[src/hdl/keyed_watchdog_timer_macros.svh]
// Assertion macros for the keyed watchdog timer.
`ifndef KEYED_WATCHDOG_TIMER_MACROS_SVH
`define KEYED_WATCHDOG_TIMER_MACROS_SVH
`ifndef SYNTHESIS
// Same-cycle implication, disabled during reset.
`define KWDT_ASSERT_NOW(lbl, ante, cons) \
	lbl: assert property (@(posedge clk) disable iff (!arst_n) (ante) |-> (cons)) \
		else $error("kwdt check failed");
// Next-cycle implication, disabled during reset.
`define KWDT_ASSERT_NEXT(lbl, ante, cons) \
	lbl: assert property (@(posedge clk) disable iff (!arst_n) (ante) |=> (cons)) \
		else $error("kwdt check failed");
`else
`define KWDT_ASSERT_NOW(lbl, ante, cons)
`define KWDT_ASSERT_NEXT(lbl, ante, cons)
`endif
`endif

[src/hdl/kwdt_pkg.sv]
// Types and constants shared by the keyed watchdog timer files.
`timescale 1ns / 1ps
package kwdt_pkg;

	localparam int PRESCALE_WIDTH = 24;
	localparam int TPHS_W         = 24;
	localparam int LIM_W          = ((PRESCALE_WIDTH > TPHS_W) ? PRESCALE_WIDTH : TPHS_W) + 1;
	localparam int HSC_W          = 6;
	localparam int CFG_IDX_W      = 2;
	localparam int CFG_DATA_W     = 24;
	localparam int DATA_W         = 32;
	localparam int OFF_W          = 5;

	localparam logic [CFG_IDX_W-1:0] CFG_LAYOUT = 2'd0;
	localparam logic [CFG_IDX_W-1:0] CFG_KEY    = 2'd1;
	localparam logic [CFG_IDX_W-1:0] CFG_TPHS   = 2'd2;

	localparam logic [TPHS_W-1:0] TPHS_RESET = 24'd16384;

	localparam logic [OFF_W-1:0] OFF_CTRL0 = 5'h00;
	localparam logic [OFF_W-1:0] OFF_MODE0 = 5'h04;
	localparam logic [OFF_W-1:0] OFF_CTRL1 = 5'h10;
	localparam logic [OFF_W-1:0] OFF_CFG1  = 5'h14;
	localparam logic [OFF_W-1:0] OFF_MODE1 = 5'h18;

	localparam logic [12:0] RELOAD_PATTERN = 13'h14AF;
	localparam logic [15:0] KEY_HALF       = 16'h16AA;

	typedef enum logic [1:0] {
		MODE_WRITE = 2'd0,
		MODE_READ  = 2'd1,
		MODE_TICK  = 2'd2
	} kwdt_mode_t;

	typedef struct packed {
		logic [1:0]        mode;
		logic [OFF_W-1:0]  reg_offset;
		logic [DATA_W-1:0] write_data;
	} kwdt_item_t;

	typedef struct packed {
		logic [DATA_W-1:0] read_data;
		logic              system_reset;
		logic              expired;
	} kwdt_result_t;

	typedef struct packed {
		logic              layout;
		logic              key_check;
		logic [TPHS_W-1:0] tphs;
	} kwdt_cfg_t;

	// Interval code to length in half seconds; codes from eleven up saturate.
	function automatic logic [HSC_W-1:0] half_seconds_of(input logic [3:0] code);
		logic [HSC_W-1:0] hs;
		case (code)
			4'd0:    hs = 6'd1;
			4'd1:    hs = 6'd2;
			4'd2:    hs = 6'd4;
			4'd3:    hs = 6'd6;
			4'd4:    hs = 6'd8;
			4'd5:    hs = 6'd10;
			4'd6:    hs = 6'd12;
			4'd7:    hs = 6'd16;
			4'd8:    hs = 6'd20;
			4'd9:    hs = 6'd24;
			4'd10:   hs = 6'd28;
			default: hs = 6'd32;
		endcase
		return hs;
	endfunction

endpackage

[src/hdl/kwdt_if.sv]
// Valid/ready channel interfaces for commands and responses.
`timescale 1ns / 1ps
interface kwdt_cmd_if;
	logic                            valid;
	logic                            ready;
	logic [1:0]                      mode;
	logic [kwdt_pkg::OFF_W-1:0]      reg_offset;
	logic [kwdt_pkg::DATA_W-1:0]     write_data;
	modport source (output valid, mode, reg_offset, write_data, input ready);
	modport sink (input valid, mode, reg_offset, write_data, output ready);
endinterface

interface kwdt_rsp_if;
	logic                            valid;
	logic                            ready;
	logic [kwdt_pkg::DATA_W-1:0]     read_data;
	logic                            system_reset;
	logic                            expired;
	modport source (output valid, read_data, system_reset, expired, input ready);
	modport sink (input valid, read_data, system_reset, expired, output ready);
endinterface

[src/hdl/kwdt_engine.sv]
// Watchdog state registers and the per-transfer update logic.
`timescale 1ns / 1ps
module kwdt_engine (
	input  logic                   clk,
	input  logic                   arst_n,
	input  logic                   go,
	input  kwdt_pkg::kwdt_item_t   item,
	input  kwdt_pkg::kwdt_cfg_t    cfg,
	output kwdt_pkg::kwdt_result_t result
);

	logic                                 enabled_q;
	logic [3:0]                           interval_q;
	logic [1:0]                           rst_fn_q;
	logic [kwdt_pkg::PRESCALE_WIDTH-1:0]  presc_q;
	logic [kwdt_pkg::HSC_W-1:0]           hsc_q;

	logic                                 enabled_d;
	logic [3:0]                           interval_d;
	logic [1:0]                           rst_fn_d;
	logic [kwdt_pkg::PRESCALE_WIDTH-1:0]  presc_d;
	logic [kwdt_pkg::HSC_W-1:0]           hsc_d;

	logic [kwdt_pkg::LIM_W-1:0]           limit;
	logic [kwdt_pkg::LIM_W-1:0]           cap;
	logic [kwdt_pkg::LIM_W-1:0]           next_cnt;
	logic [kwdt_pkg::HSC_W-1:0]           hsc_adv;
	logic                                 key_ok;
	logic                                 rst_sel;
	logic [kwdt_pkg::OFF_W-1:0]           ctrl_off;

	assign cap = kwdt_pkg::LIM_W'({1'b1, {kwdt_pkg::PRESCALE_WIDTH{1'b0}}});

	always_comb begin
		limit = (cfg.tphs == '0) ? kwdt_pkg::LIM_W'(1) : kwdt_pkg::LIM_W'(cfg.tphs);
		if (limit > cap) begin
			limit = cap;
		end
	end

	assign next_cnt = kwdt_pkg::LIM_W'(presc_q) + kwdt_pkg::LIM_W'(1);
	assign key_ok   = !cfg.key_check || (item.write_data[31:16] == kwdt_pkg::KEY_HALF);
	// layout 0 keeps only bit 1; layout 1 wants the field to equal one
	assign rst_sel  = cfg.layout ? (rst_fn_q == 2'b01) : rst_fn_q[1];
	assign ctrl_off = cfg.layout ? kwdt_pkg::OFF_CTRL1 : kwdt_pkg::OFF_CTRL0;

	always_comb begin
		enabled_d  = enabled_q;
		interval_d = interval_q;
		rst_fn_d   = rst_fn_q;
		presc_d    = presc_q;
		hsc_d      = hsc_q;
		hsc_adv    = hsc_q;
		result     = '0;
		case (kwdt_pkg::kwdt_mode_t'(item.mode))
			kwdt_pkg::MODE_WRITE: begin
				if (item.reg_offset == ctrl_off) begin
					if (item.write_data[12:0] == kwdt_pkg::RELOAD_PATTERN) begin
						presc_d = '0;
						hsc_d   = '0;
					end
				end else if (key_ok) begin
					if (!cfg.layout) begin
						if (item.reg_offset == kwdt_pkg::OFF_MODE0) begin
							enabled_d  = item.write_data[0];
							rst_fn_d   = {item.write_data[1], 1'b0};
							interval_d = item.write_data[6:3];
						end
					end else if (item.reg_offset == kwdt_pkg::OFF_CFG1) begin
						rst_fn_d = item.write_data[1:0];
					end else if (item.reg_offset == kwdt_pkg::OFF_MODE1) begin
						enabled_d  = item.write_data[0];
						interval_d = item.write_data[7:4];
					end
				end
			end
			kwdt_pkg::MODE_READ: begin
				if (!cfg.layout) begin
					if (item.reg_offset == kwdt_pkg::OFF_MODE0) begin
						result.read_data = {25'd0, interval_q, 1'b0, rst_fn_q[1], enabled_q};
					end
				end else if (item.reg_offset == kwdt_pkg::OFF_CFG1) begin
					result.read_data = {30'd0, rst_fn_q};
				end else if (item.reg_offset == kwdt_pkg::OFF_MODE1) begin
					result.read_data = {24'd0, interval_q, 3'd0, enabled_q};
				end
			end
			kwdt_pkg::MODE_TICK: begin
				if (!enabled_q) begin
					presc_d = '0;
					hsc_d   = '0;
				end else begin
					if (next_cnt >= limit) begin
						presc_d = '0;
						hsc_adv = hsc_q + kwdt_pkg::HSC_W'(1);
					end else begin
						presc_d = next_cnt[kwdt_pkg::PRESCALE_WIDTH-1:0];
					end
					hsc_d = hsc_adv;
					if (hsc_adv >= kwdt_pkg::half_seconds_of(interval_q)) begin
						result.expired      = 1'b1;
						result.system_reset = rst_sel;
						presc_d             = '0;
						hsc_d               = '0;
					end
				end
			end
			default: begin
			end
		endcase
	end

	always_ff @(posedge clk or negedge arst_n) begin
		if (!arst_n) begin
			enabled_q  <= 1'b0;
			interval_q <= '0;
			rst_fn_q   <= '0;
			presc_q    <= '0;
			hsc_q      <= '0;
		end else if (go) begin
			enabled_q  <= enabled_d;
			interval_q <= interval_d;
			rst_fn_q   <= rst_fn_d;
			presc_q    <= presc_d;
			hsc_q      <= hsc_d;
		end
	end

endmodule

[src/hdl/keyed_watchdog_timer.sv]
// Top level of the keyed watchdog timer: channels, config registers, pipeline.
`timescale 1ns / 1ps
`include "keyed_watchdog_timer_macros.svh"
// Usage:
//  cmd carries one bus write, bus read or clock tick per transfer (mode,
//  reg_offset, write_data). rsp returns exactly one result per command:
//  read_data for reads (zero otherwise), expired and system_reset for ticks.
//  Config writes (cfg_wr_en, cfg_index, cfg_data) set the register layout,
//  the key check and ticks per half second; do them only while idle.
//  Path: a command taken on cmd waits in the input register, then passes
//  through the engine into the result register, from which it transfers
//  on rsp (input register, then the result register).
//  Throughput: one command per cycle unless rsp is held off. The watchdog
//  state update is a single pass of logic between the input register and the
//  result register, so each command sees the state left by the one before it.
//  Stall: if rsp is held off, the result register and the input register
//  fill; cmd.ready drops only when both are full and rsp.ready is low.
//  Reset: arst_n clears the watchdog state (disabled, interval code zero,
//  counters zero), empties the pipeline and restores the config registers
//  to layout 0, key check off, 16384 ticks per half second.
module keyed_watchdog_timer (
	input  logic                           clk,
	input  logic                           arst_n,
	kwdt_cmd_if.sink                       cmd,
	kwdt_rsp_if.source                     rsp,
	input  logic                           cfg_wr_en,
	input  logic [kwdt_pkg::CFG_IDX_W-1:0] cfg_index,
	input  logic [kwdt_pkg::CFG_DATA_W-1:0] cfg_data
);

	kwdt_pkg::kwdt_cfg_t    cfg_q;
	kwdt_pkg::kwdt_item_t   item_s1;
	logic                   item_vld_s1;
	kwdt_pkg::kwdt_result_t res_d;
	kwdt_pkg::kwdt_result_t res_q;
	logic                   rsp_vld_q;
	logic                   advance;
	logic                   cmd_xfer;

	// Config registers; writes to unused indexes fall through.
	always_ff @(posedge clk or negedge arst_n) begin
		if (!arst_n) begin
			cfg_q.layout    <= 1'b0;
			cfg_q.key_check <= 1'b0;
			cfg_q.tphs      <= kwdt_pkg::TPHS_RESET;
		end else if (cfg_wr_en) begin
			case (cfg_index)
				kwdt_pkg::CFG_LAYOUT: cfg_q.layout    <= cfg_data[0];
				kwdt_pkg::CFG_KEY:    cfg_q.key_check <= cfg_data[0];
				kwdt_pkg::CFG_TPHS:   cfg_q.tphs      <= cfg_data[kwdt_pkg::TPHS_W-1:0];
				default: begin
				end
			endcase
		end
	end

	// The held command moves on when the result register is free or draining.
	assign advance   = item_vld_s1 && (!rsp_vld_q || rsp.ready);
	assign cmd.ready = !item_vld_s1 || advance;
	assign cmd_xfer  = cmd.valid && cmd.ready;

	always_ff @(posedge clk or negedge arst_n) begin
		if (!arst_n) begin
			item_vld_s1 <= 1'b0;
		end else if (cmd.ready) begin
			item_vld_s1 <= cmd.valid;
		end
	end

	always_ff @(posedge clk) begin
		if (cmd_xfer) begin
			item_s1.mode       <= cmd.mode;
			item_s1.reg_offset <= cmd.reg_offset;
			item_s1.write_data <= cmd.write_data;
		end
	end

	kwdt_engine u_engine (
		.clk    (clk),
		.arst_n (arst_n),
		.go     (advance),
		.item   (item_s1),
		.cfg    (cfg_q),
		.result (res_d)
	);

	// Result register in front of rsp.
	always_ff @(posedge clk or negedge arst_n) begin
		if (!arst_n) begin
			rsp_vld_q <= 1'b0;
		end else if (advance) begin
			rsp_vld_q <= 1'b1;
		end else if (rsp.ready) begin
			rsp_vld_q <= 1'b0;
		end
	end

	always_ff @(posedge clk) begin
		if (advance) begin
			res_q <= res_d;
		end
	end

	assign rsp.valid        = rsp_vld_q;
	assign rsp.read_data    = res_q.read_data;
	assign rsp.system_reset = res_q.system_reset;
	assign rsp.expired      = res_q.expired;

	// A reset request only ever comes with an expiry.
	`KWDT_ASSERT_NOW(a_rst_needs_expiry, rsp_vld_q && res_q.system_reset, res_q.expired)
	// Tick results never carry read data.
	`KWDT_ASSERT_NOW(a_expiry_no_data, rsp_vld_q && res_q.expired, res_q.read_data == '0)
	// A command that advances always lands in the result register.
	`KWDT_ASSERT_NEXT(a_advance_lands, advance, rsp_vld_q)
	// A held command is not dropped while the output is stalled.
	`KWDT_ASSERT_NEXT(a_hold_s1, item_vld_s1 && rsp_vld_q && !rsp.ready, item_vld_s1)

endmodule
[src/flat_wrapper.sv]
// flat-port wrapper written by rule: the top's interface ports become plain ports
module keyed_watchdog_timer_flat 
  (clk, arst_n, cfg_wr_en, cfg_index, cfg_data, cmd_valid, cmd_mode, cmd_reg_offset, cmd_write_data, cmd_ready, rsp_valid, rsp_read_data, rsp_system_reset, rsp_expired, rsp_ready);
  kwdt_cmd_if cmd_i ();
  kwdt_rsp_if rsp_i ();
  input  logic clk;
  input  logic arst_n;
  input  logic cfg_wr_en;
  input  logic [kwdt_pkg::CFG_IDX_W-1:0] cfg_index;
  input  logic [kwdt_pkg::CFG_DATA_W-1:0] cfg_data;
  input wire logic [$bits(cmd_i.valid)-1:0] cmd_valid;
  input wire logic [$bits(cmd_i.mode)-1:0] cmd_mode;
  input wire logic [$bits(cmd_i.reg_offset)-1:0] cmd_reg_offset;
  input wire logic [$bits(cmd_i.write_data)-1:0] cmd_write_data;
  output wire logic [$bits(cmd_i.ready)-1:0] cmd_ready;
  output wire logic [$bits(rsp_i.valid)-1:0] rsp_valid;
  output wire logic [$bits(rsp_i.read_data)-1:0] rsp_read_data;
  output wire logic [$bits(rsp_i.system_reset)-1:0] rsp_system_reset;
  output wire logic [$bits(rsp_i.expired)-1:0] rsp_expired;
  input wire logic [$bits(rsp_i.ready)-1:0] rsp_ready;
  assign cmd_i.valid = cmd_valid;
  assign cmd_i.mode = cmd_mode;
  assign cmd_i.reg_offset = cmd_reg_offset;
  assign cmd_i.write_data = cmd_write_data;
  assign cmd_ready = cmd_i.ready;
  assign rsp_valid = rsp_i.valid;
  assign rsp_read_data = rsp_i.read_data;
  assign rsp_system_reset = rsp_i.system_reset;
  assign rsp_expired = rsp_i.expired;
  assign rsp_i.ready = rsp_ready;
  keyed_watchdog_timer u_core (.clk(clk), .arst_n(arst_n), .cmd(cmd_i), .rsp(rsp_i), .cfg_wr_en(cfg_wr_en), .cfg_index(cfg_index), .cfg_data(cfg_data));
endmodule
[config.mk]
export PLATFORM = sky130hd
export DESIGN_NAME = keyed_watchdog_timer_flat
export DESIGN_NICKNAME = d
export VERILOG_FILES = /design/src/hdl/kwdt_pkg.sv /design/src/hdl/kwdt_if.sv /design/src/hdl/kwdt_engine.sv /design/src/hdl/keyed_watchdog_timer.sv /design/src/flat_wrapper.sv
export VERILOG_INCLUDE_DIRS = /design/src /design/src/hdl
export SDC_FILE = /design/constraint.sdc
export NUM_CORES = 1
export LEC_CHECK = 0
export BUFFER_PORTS_ARGS = -buffer_cell sky130_fd_sc_hd__buf_2
export CORE_MARGIN = 3
export CORE_UTILIZATION = 55
export CTS_CLUSTER_SIZE = 8
export DETAILED_ROUTE_END_ITERATION = 10
export GPL_TIMING_DRIVEN = 1
export PLACE_DENSITY = 0.85
export SLEW_MARGIN = 20
export SYNTH_ARGS = -nofsm -noshare
export SYNTH_HDL_FRONTEND = slang
export SYNTH_SLANG_ARGS = --single-unit
[constraint.sdc]
create_clock -name clk -period 6.3 [get_ports clk]
set_clock_uncertainty 0.15 [all_clocks]
set_input_delay 1.26 -clock clk [delete_from_list [all_inputs] [get_ports clk]]
set_output_delay 1.26 -clock clk [all_outputs]
set_load 0.1 [all_outputs]
==> results.sh, run 1 <==
export IMPL_outcome="finished, final reports clean"
export IMPL_end_kind="register"
export IMPL_cts_root_buffer="clkbuf_8"
export IMPL_grtUsageTotal=0.201
export IMPL_hold_viol_final=0
export IMPL_synth_cell_types=58
export IMPL_dr_total_vias=4252
export IMPL_clk_path_buf_depth=2
export IMPL_required_ns=6.45
export IMPL_min_period_ns=5.86
export IMPL_postCtsHoldBufs=0
export IMPL_synthArstFlopShare=0.591
export IMPL_drc_errors=0
export IMPL_n_fill_cell=816
export IMPL_seq_area_frac_synth=0.499
export IMPL_register_area_mm2=0.00298
export IMPL_crit_chain="and4_4, nand4_4, nor3_4, nand3_1, nor2_1, xor2_1, ha_1, nand4_1, nor4_1, and4_1, o221ai_1, nor3b_4, xor2_1, ha_1, nand2b_1, a21o_1, a21o_1, a211oi_1, o21a_1, buf_4, nand2_1, o211ai_1"
export IMPL_nets=719
export IMPL_total_power_mw=1.72
export IMPL_rsz0062_at_grt="false"
export IMPL_ys_top_cells_by_count="64 x dfrtp_1, 45 x edfxtp_1, 43 x nand2_1"
export IMPL_cp_start_kind="register"
export IMPL_crit_buf_inv=1
export IMPL_drtPass1Iterations=4
export IMPL_synth_compound_area_frac=0.0923
export IMPL_multi_input_area_mm2=0.00268
export IMPL_cts_tree="built"
export IMPL_die_area_mm2=0.0121
export IMPL_synth_edf_count=45
export IMPL_initial_core_util=0.573
export IMPL_die_y_um=110
export IMPL_final_setup_worst_slack_ns=0.442
export IMPL_cellLeakagePower_nw=2.99
export IMPL_synth_top_area_frac=0.268
export IMPL_avgSynthCellArea_um2=11.1
export IMPL_finalSetupTns_ns=0
export IMPL_worstMarginPinSlew_ns=0.818
export IMPL_cpPeakStageDelay_ns=0.52
export IMPL_antenna_found_initial=0
export IMPL_wire_per_inst_um=15.3
export IMPL_power_density_mw_per_mm2=261
export IMPL_critPathSlowestCell="nor4_1"
export IMPL_core_area_mm2=0.0104
export IMPL_portBuffers=77
export IMPL_drive_above_1_share=0.215
export IMPL_synth_simple_gate_area_share=0.159
export IMPL_max_freq_ghz=0.171
export IMPL_cts_repair_resized=0
export IMPL_ys_top_cells_by_area="dfrtp_1 27%, edfxtp_1 23%, ha_1 7.5%"
export IMPL_fin_util=0.632
export IMPL_die_w_um=110
export IMPL_post_cts_setup_buffers=0
export IMPL_yosysWarningCount=0
export IMPL_synth_top_family_by_area="simple AND/OR/NAND/NOR gates"
export IMPL_cts_sinks=110
export IMPL_synthMuxAreaShare=0.0646
export IMPL_cts_reportedPaths_clkPinSlew_ns=0.10
export IMPL_place_ws_ns=0.517
export IMPL_min_period_over_period=0.930
export IMPL_synth_top_cell_by_area="dfrtp_1"
export IMPL_ios=106
export IMPL_drt_iter0_markers=235
export IMPL_synth_ff_type="dfrtp_1"
export IMPL_cts_buffers=9
export IMPL_place_gp_congestion=0.862
export IMPL_grt_pass1_vias=4138
export IMPL_clkLatencyLatePin_ns=0.39
export IMPL_rows=37
export IMPL_ant_nets=0
export IMPL_critical_path_top_delay_family="simple AND/OR/NAND/NOR gates"
export IMPL_antenna_cells=0
export IMPL_synth_seq_cells=110
export IMPL_grt_start_max_net_pins=66
export IMPL_synthCells=538
export IMPL_wirelength_um=11500
export IMPL_cp_data_arrival_time_ns=6.01
export IMPL_synth_xor_xnor_area_share=0.0411
export IMPL_overflow=0
export IMPL_htree_num_levels=3
export IMPL_critPathKind="reg2reg"
export IMPL_vias_per_cell=5.64
export IMPL_vdd_ir_drop_max_v=0.000189
export IMPL_relSlewSlack=0.455
export IMPL_yosysMostFrequentCell="dfrtp_1"
export IMPL_path_max_fanout=23
export IMPL_drv_slew=0
export IMPL_syn2layout_area_growth_pct=10.3
export IMPL_hp_class="reg2reg"
export IMPL_synth_fa_ha_area_frac=0.0755
export IMPL_synth_area_mm2=0.00597
export IMPL_grt_first_pass_wirelength_um=18900
export IMPL_setup_viol=0
export IMPL_dp_hpwl_um=8670
export IMPL_cap_violations=0
-- cells by family after synthesis --
family	Yosys count
simple gates	175
fa+ha+maj	36
other cells	1
flops	110
compound gates	75
buf+inv	78
mux	35
xor+xnor	28
-- metal layers --
metal  global-route usage  wire length (µm)
met5                    0                 0
met4               0.0572               192
met3               0.0687               939
met2                0.338              5670
met1                0.247              4740
-- flip-flops by register name, indices dropped and copies added (netlist names) --
signal                      flops
u_core.item_vld_s1              1
u_core.item_s1                 36
u_core.u_engine.rst_fn_q        2
u_core.rsp.expired              1
u_core.u_engine.presc_q        24
u_core.rsp.read_data            7
u_core.u_engine.enabled_q       1
u_core.u_engine.interval_q      4
u_core.cfg_q                   26
u_core.u_engine.hsc_q           6
u_core.rsp.system_reset         1
u_core.rsp.valid                1
-- area by class of cell --
class / instances / share of cell area
tap: 136 / 0.0258
multi-input combinational: 374 / 0.407
sequential: 110 / 0.452
inverter: 34 / 0.0194
clock buffer: 9 / 0.0188
timing repair buffer: 84 / 0.0677
clock inverter: 7 / 0.00912
-- worst paths after layout --
path	startpoint	to	slack, ns	cells after the start
max	u_core.u_engine.presc_q[2]$_DFFE_PN0P_	u_core.u_engine.hsc_q[5]$_DFFE_PN0P_	0.44	22
min	u_core.item_vld_s1$_DFFE_PN0N_	u_core.rsp.valid$_DFFE_PN0P_	0.35	1
min reg2reg	u_core.item_vld_s1$_DFFE_PN0N_	u_core.rsp.valid$_DFFE_PN0P_	0.35	1
max in group asynchronous	arst_n	u_core.cfg_q[3]$_DFFE_PN0P_	4.57	2
min in group asynchronous	arst_n	u_core.cfg_q[9]$_DFFE_PN0P_	0.89	2
max reg2reg	u_core.u_engine.presc_q[2]$_DFFE_PN0P_	u_core.u_engine.hsc_q[5]$_DFFE_PN0P_	0.44	22
-- cell usage in the layout, fill, tap and decap left out, types with 4 or more instances in the layout --
cell type | Yosys | routed
xnor2_1 | 14 | 14
xor2_1 | 14 | 14
nand3b_1 | 4 | 4
buf_2 | 7 | 77
nor3_1 | 7 | 7
a21oi_1 | 15 | 15
mux2_2 | 27 | 27
edfxtp_1 | 45 | 45
nor3b_1 | 4 | 4
nor2_1 | 34 | 34
o21a_1 | 4 | 4
inv_1 | 34 | 34
o21ai_1 | 4 | 5
o21ai_0 | 8 | 7
dfrtp_1 | 64 | 64
a32o_1 | 17 | 17
nand2_1 | 43 | 43
a21o_1 | 5 | 5
nand4_1 | 14 | 14
nor4_1 | 9 | 9
nand3_1 | 26 | 26
nand2b_1 | 6 | 6
conb_1 | 1 | 25
buf_4 | 28 | 6
and2_1 | 5 | 5
a22o_1 | 4 | 4
ha_1 | 36 | 36
clkbuf_8 | 0 | 9
mux2i_1 | 7 | 7
-- worst register-to-register path: stages, from the launching register on --
cell and delay, ns:
dfrtp_1 0.47, and4_4 0.30, nand4_4 0.16, nor3_4 0.29, nand3_1 0.20, nor2_1 0.16
xor2_1 0.23, ha_1 0.19, nand4_1 0.11, nor4_1 0.52, and4_1 0.29, o221ai_1 0.16
nor3b_4 0.23, xor2_1 0.16, ha_1 0.31, nand2b_1 0.14, a21o_1 0.17, a21o_1 0.17
a211oi_1 0.29, o21a_1 0.42, buf_4 0.35, nand2_1 0.11, o211ai_1 0.18
-- per-stage QoR --
stage | hold slack (ns) | instances | area, µm²
after global routing | 0.398 | 754 | 6580
final | 0.351 | 754 | 6580
after detailed placement | 0.338 | 737 | 6380
after global placement | 0.321 | 737 | 6380
after CTS | 0.358 | 753 | 6570
after floorplan | 0.307 | 562 | 6060
-- report_power, final --
| group | internal, mW | switching (mW) |
|---|---|---|
| registers | 0.823 | 0.0822 |
| clock network | 0.153 | 0.252 |
| logic | 0.149 | 0.259 |
| total | 1.13 | 0.594 |
(Power assumes the default switching activity.)
==> run 2: changes to the inputs <==
--- a/config.mk
+++ b/config.mk
@@ -6,14 +6,17 @@
 export SDC_FILE = /design/constraint.sdc
 export NUM_CORES = 1
 export LEC_CHECK = 0
+export ABC_AREA = 1
 export BUFFER_PORTS_ARGS = -buffer_cell sky130_fd_sc_hd__buf_2
 export CORE_MARGIN = 3
 export CORE_UTILIZATION = 55
 export CTS_CLUSTER_SIZE = 8
 export DETAILED_ROUTE_END_ITERATION = 10
 export GPL_TIMING_DRIVEN = 1
-export PLACE_DENSITY = 0.85
+export PLACE_DENSITY = 0.83
+export RECOVER_POWER = 25
 export SLEW_MARGIN = 20
 export SYNTH_ARGS = -nofsm -noshare
 export SYNTH_HDL_FRONTEND = slang
+export SYNTH_HIERARCHICAL = 1
 export SYNTH_SLANG_ARGS = --single-unit
==> run 2 against run 1 <==
Effect of this change: the flow now finishes with violations (max-capacitance violations, max-slew violations); worst hold slack got worse by 0.029 ns; register-to-register slack improved by 1.1 ns; die area is 20% higher; largest cell class unchanged; highest routed layer unchanged.
==> results.sh, run 2 <==
export IMPL_outcome="complete, but fails checks"
export IMPL_violations="max-capacitance violations, max-slew violations"
export IMPL_htree_num_levels=4
export IMPL_cpPeakStageDelay_ns=0.44
export IMPL_critPathKind="reg2reg"
export IMPL_path_max_fanout=30
export IMPL_cellLeakagePower_nw=4.03
export IMPL_die_y_um=121
export IMPL_cp_start_kind="register"
export IMPL_clkLatencyLatePin_ns=0.42
export IMPL_vdd_ir_drop_max_v=0.000245
export IMPL_largest_reg_flops=36
export IMPL_finalSetupTns_ns=0
export IMPL_core_area_mm2=0.0127
export IMPL_drive_above_1_share=0.205
export IMPL_clk_path_buf_depth=2
export IMPL_hold_viol_final=0
export IMPL_grt_util_met3=0.0510
export IMPL_vias_per_cell=5.19
export IMPL_post_cts_setup_buffers=0
export IMPL_antenna_found_initial=0
export IMPL_crit_top_cell="nand2_1"
export IMPL_portBuffers=102
export IMPL_nets=973
export IMPL_ios=106
export IMPL_antenna_cells=0
export IMPL_mostFrequentLayoutCells="199 x nand2_1, 102 x buf_2, 82 x inv_1"
export IMPL_dr_total_vias=5461
export IMPL_grt_start_max_net_pins=66
export IMPL_cts_tree="built"
export IMPL_top_usage_layer="met2"
export IMPL_rsz0062_at_grt="false"
export IMPL_die_area_mm2=0.0146
export IMPL_postCtsHoldBufs=0
export IMPL_hp_class="reg2reg"
export IMPL_avgSynthCellArea_um2=9.45
export IMPL_regMostFlops="u_core/item_s1"
export IMPL_cp_data_arrival_time_ns=5.00
export IMPL_cts_buffers=17
export IMPL_ant_nets=0
export IMPL_min_period_over_period=0.763
export IMPL_synthCells=765
export IMPL_power_density_mw_per_mm2=304
export IMPL_synth_area_mm2=0.00723
export IMPL_rows=41
export IMPL_place_gp_congestion=0.870
export IMPL_cts_reportedPaths_clkPinSlew_ns=0.06
export IMPL_grt_first_pass_wirelength_um=23200
export IMPL_wirelength_um=13800
export IMPL_cts_root_buffer="clkbuf_16"
export IMPL_relSlewSlack=-1.28
export IMPL_drv_slew=66
export IMPL_drtPass1Iterations=5
export IMPL_dp_hpwl_um=9760
export IMPL_drc_errors=0
export IMPL_worstMarginPinSlew_ns=3.43
export IMPL_drt_iter0_markers=268
export IMPL_initial_core_util=0.568
export IMPL_required_ns=6.49
export IMPL_min_period_ns=4.81
export IMPL_grt_pass1_vias=5140
export IMPL_yosysWarningCount=6
export IMPL_met2_usage=0.322
export IMPL_syn2layout_area_growth_pct=15.0
export IMPL_critPathSlowestCell="dfrtp_1"
export IMPL_wire_per_inst_um=13.1
export IMPL_end_kind="register"
export IMPL_overflow=0
export IMPL_grtUsageTotal=0.199
export IMPL_gr_usage_met1=0.261
export IMPL_max_freq_ghz=0.208
export IMPL_die_w_um=121
export IMPL_final_common_cell="nand2_1"
export IMPL_cts_repair_resized=0
export IMPL_setup_viol=0
export IMPL_fin_util=0.653
export IMPL_cap_violations=1
export IMPL_cts_sinks=135
-- run 2: changes by cell type in the layout (fill, tap and decap cells not counted), sizes merged, moves of 6 or more --
cell    change
inv        +53
clkbuf     +10
nor2       +23
nand4      +24
edfxtp     +25
nand3      +39
a32o       -17
buf        +20
nand2     +164
nand2b      -6
mux2i       -7
mux2       -27
-- run 2: critical path, delay by kind of cell, from the launching register on --
family / cells / cell delay, ns
compound gates: 2 / 0.33
xor+xnor: 1 / 0.37
fa+ha+maj: 3 / 0.85
buf+inv: 3 / 0.51
flops: 1 / 0.44
simple gates: 17 / 2.04
-- run 2: per-stage QoR --
step / total power [mW] / instance area, µm² / instances / hold WS, ns / setup WS [ns]
2_1_floorplan: 1.50 / 7320 / 789 / 0.292 / 2.21
3_3_place_gp: 1.58 / 7720 / 1019 / 0.303 / 1.70
3_5_place_dp: 1.60 / 7720 / 1019 / 0.309 / 1.59
4_1_cts: 2.54 / 8280 / 1051 / 0.325 / 1.54
5_1_grt: 2.65 / 8310 / 1052 / 0.346 / 1.03
6_report: 2.53 / 8310 / 1052 / 0.322 / 1.49
-- run 2: cell type report --
cell class | count | area [µm²]
Clock buffer | 18 | 429
Fill cell | 992 | 4410
Multi-Input combinational cell | 522 | 2930
Sequential cell | 135 | 3730
Inverter | 86 | 325
Tap cell | 172 | 215
Clock inverter | 14 | 139
Timing Repair Buffer | 105 | 549
-- run 2: final timing paths --
| check | cells after the start | start | slack, ns | to |
|---|---|---|---|---|
| worst max-delay path | 26 | u_core/u_engine/presc_q[0]$_DFFE_PN0P_ | 1.49 | u_core/u_engine/presc_q[12]$_DFFE_PN0P_ |
| worst min-delay path | 2 | u_core/cfg_q[23]$_DFFE_PN0P_ | 0.32 | u_core/cfg_q[23]$_DFFE_PN0P_ |
| worst max register to register | 26 | u_core/u_engine/presc_q[0]$_DFFE_PN0P_ | 1.49 | u_core/u_engine/presc_q[12]$_DFFE_PN0P_ |
| worst min register to register | 2 | u_core/cfg_q[23]$_DFFE_PN0P_ | 0.32 | u_core/cfg_q[23]$_DFFE_PN0P_ |
| max in group asynchronous | 2 | arst_n | 2.11 | u_core/u_engine/presc_q[12]$_DFFE_PN0P_ |
| min in group asynchronous | 2 | arst_n | 1.94 | u_core/cfg_q[2]$_DFFE_PN0P_ |
-- run 2: report_power, final --
group | total, mW | switching [mW] | leakage, nW | internal (mW)
sequential | 1.09 | 0.0609 | 1.52 | 1.03
clock | 0.933 | 0.381 | 0.282 | 0.552
combinational | 0.506 | 0.373 | 2.23 | 0.132
total | 2.53 | 0.816 | 4.03 | 1.71
-- run 2: metal layers --
| layer | vias to the layer above | wire length, µm |
|---|---|---|
| met5 | - | 0 |
| met4 | 0 | 238 |
| met3 | 24 | 877 |
| met2 | 169 | 6660 |
| met1 | 2562 | 6030 |
| li1 | 2706 | - |
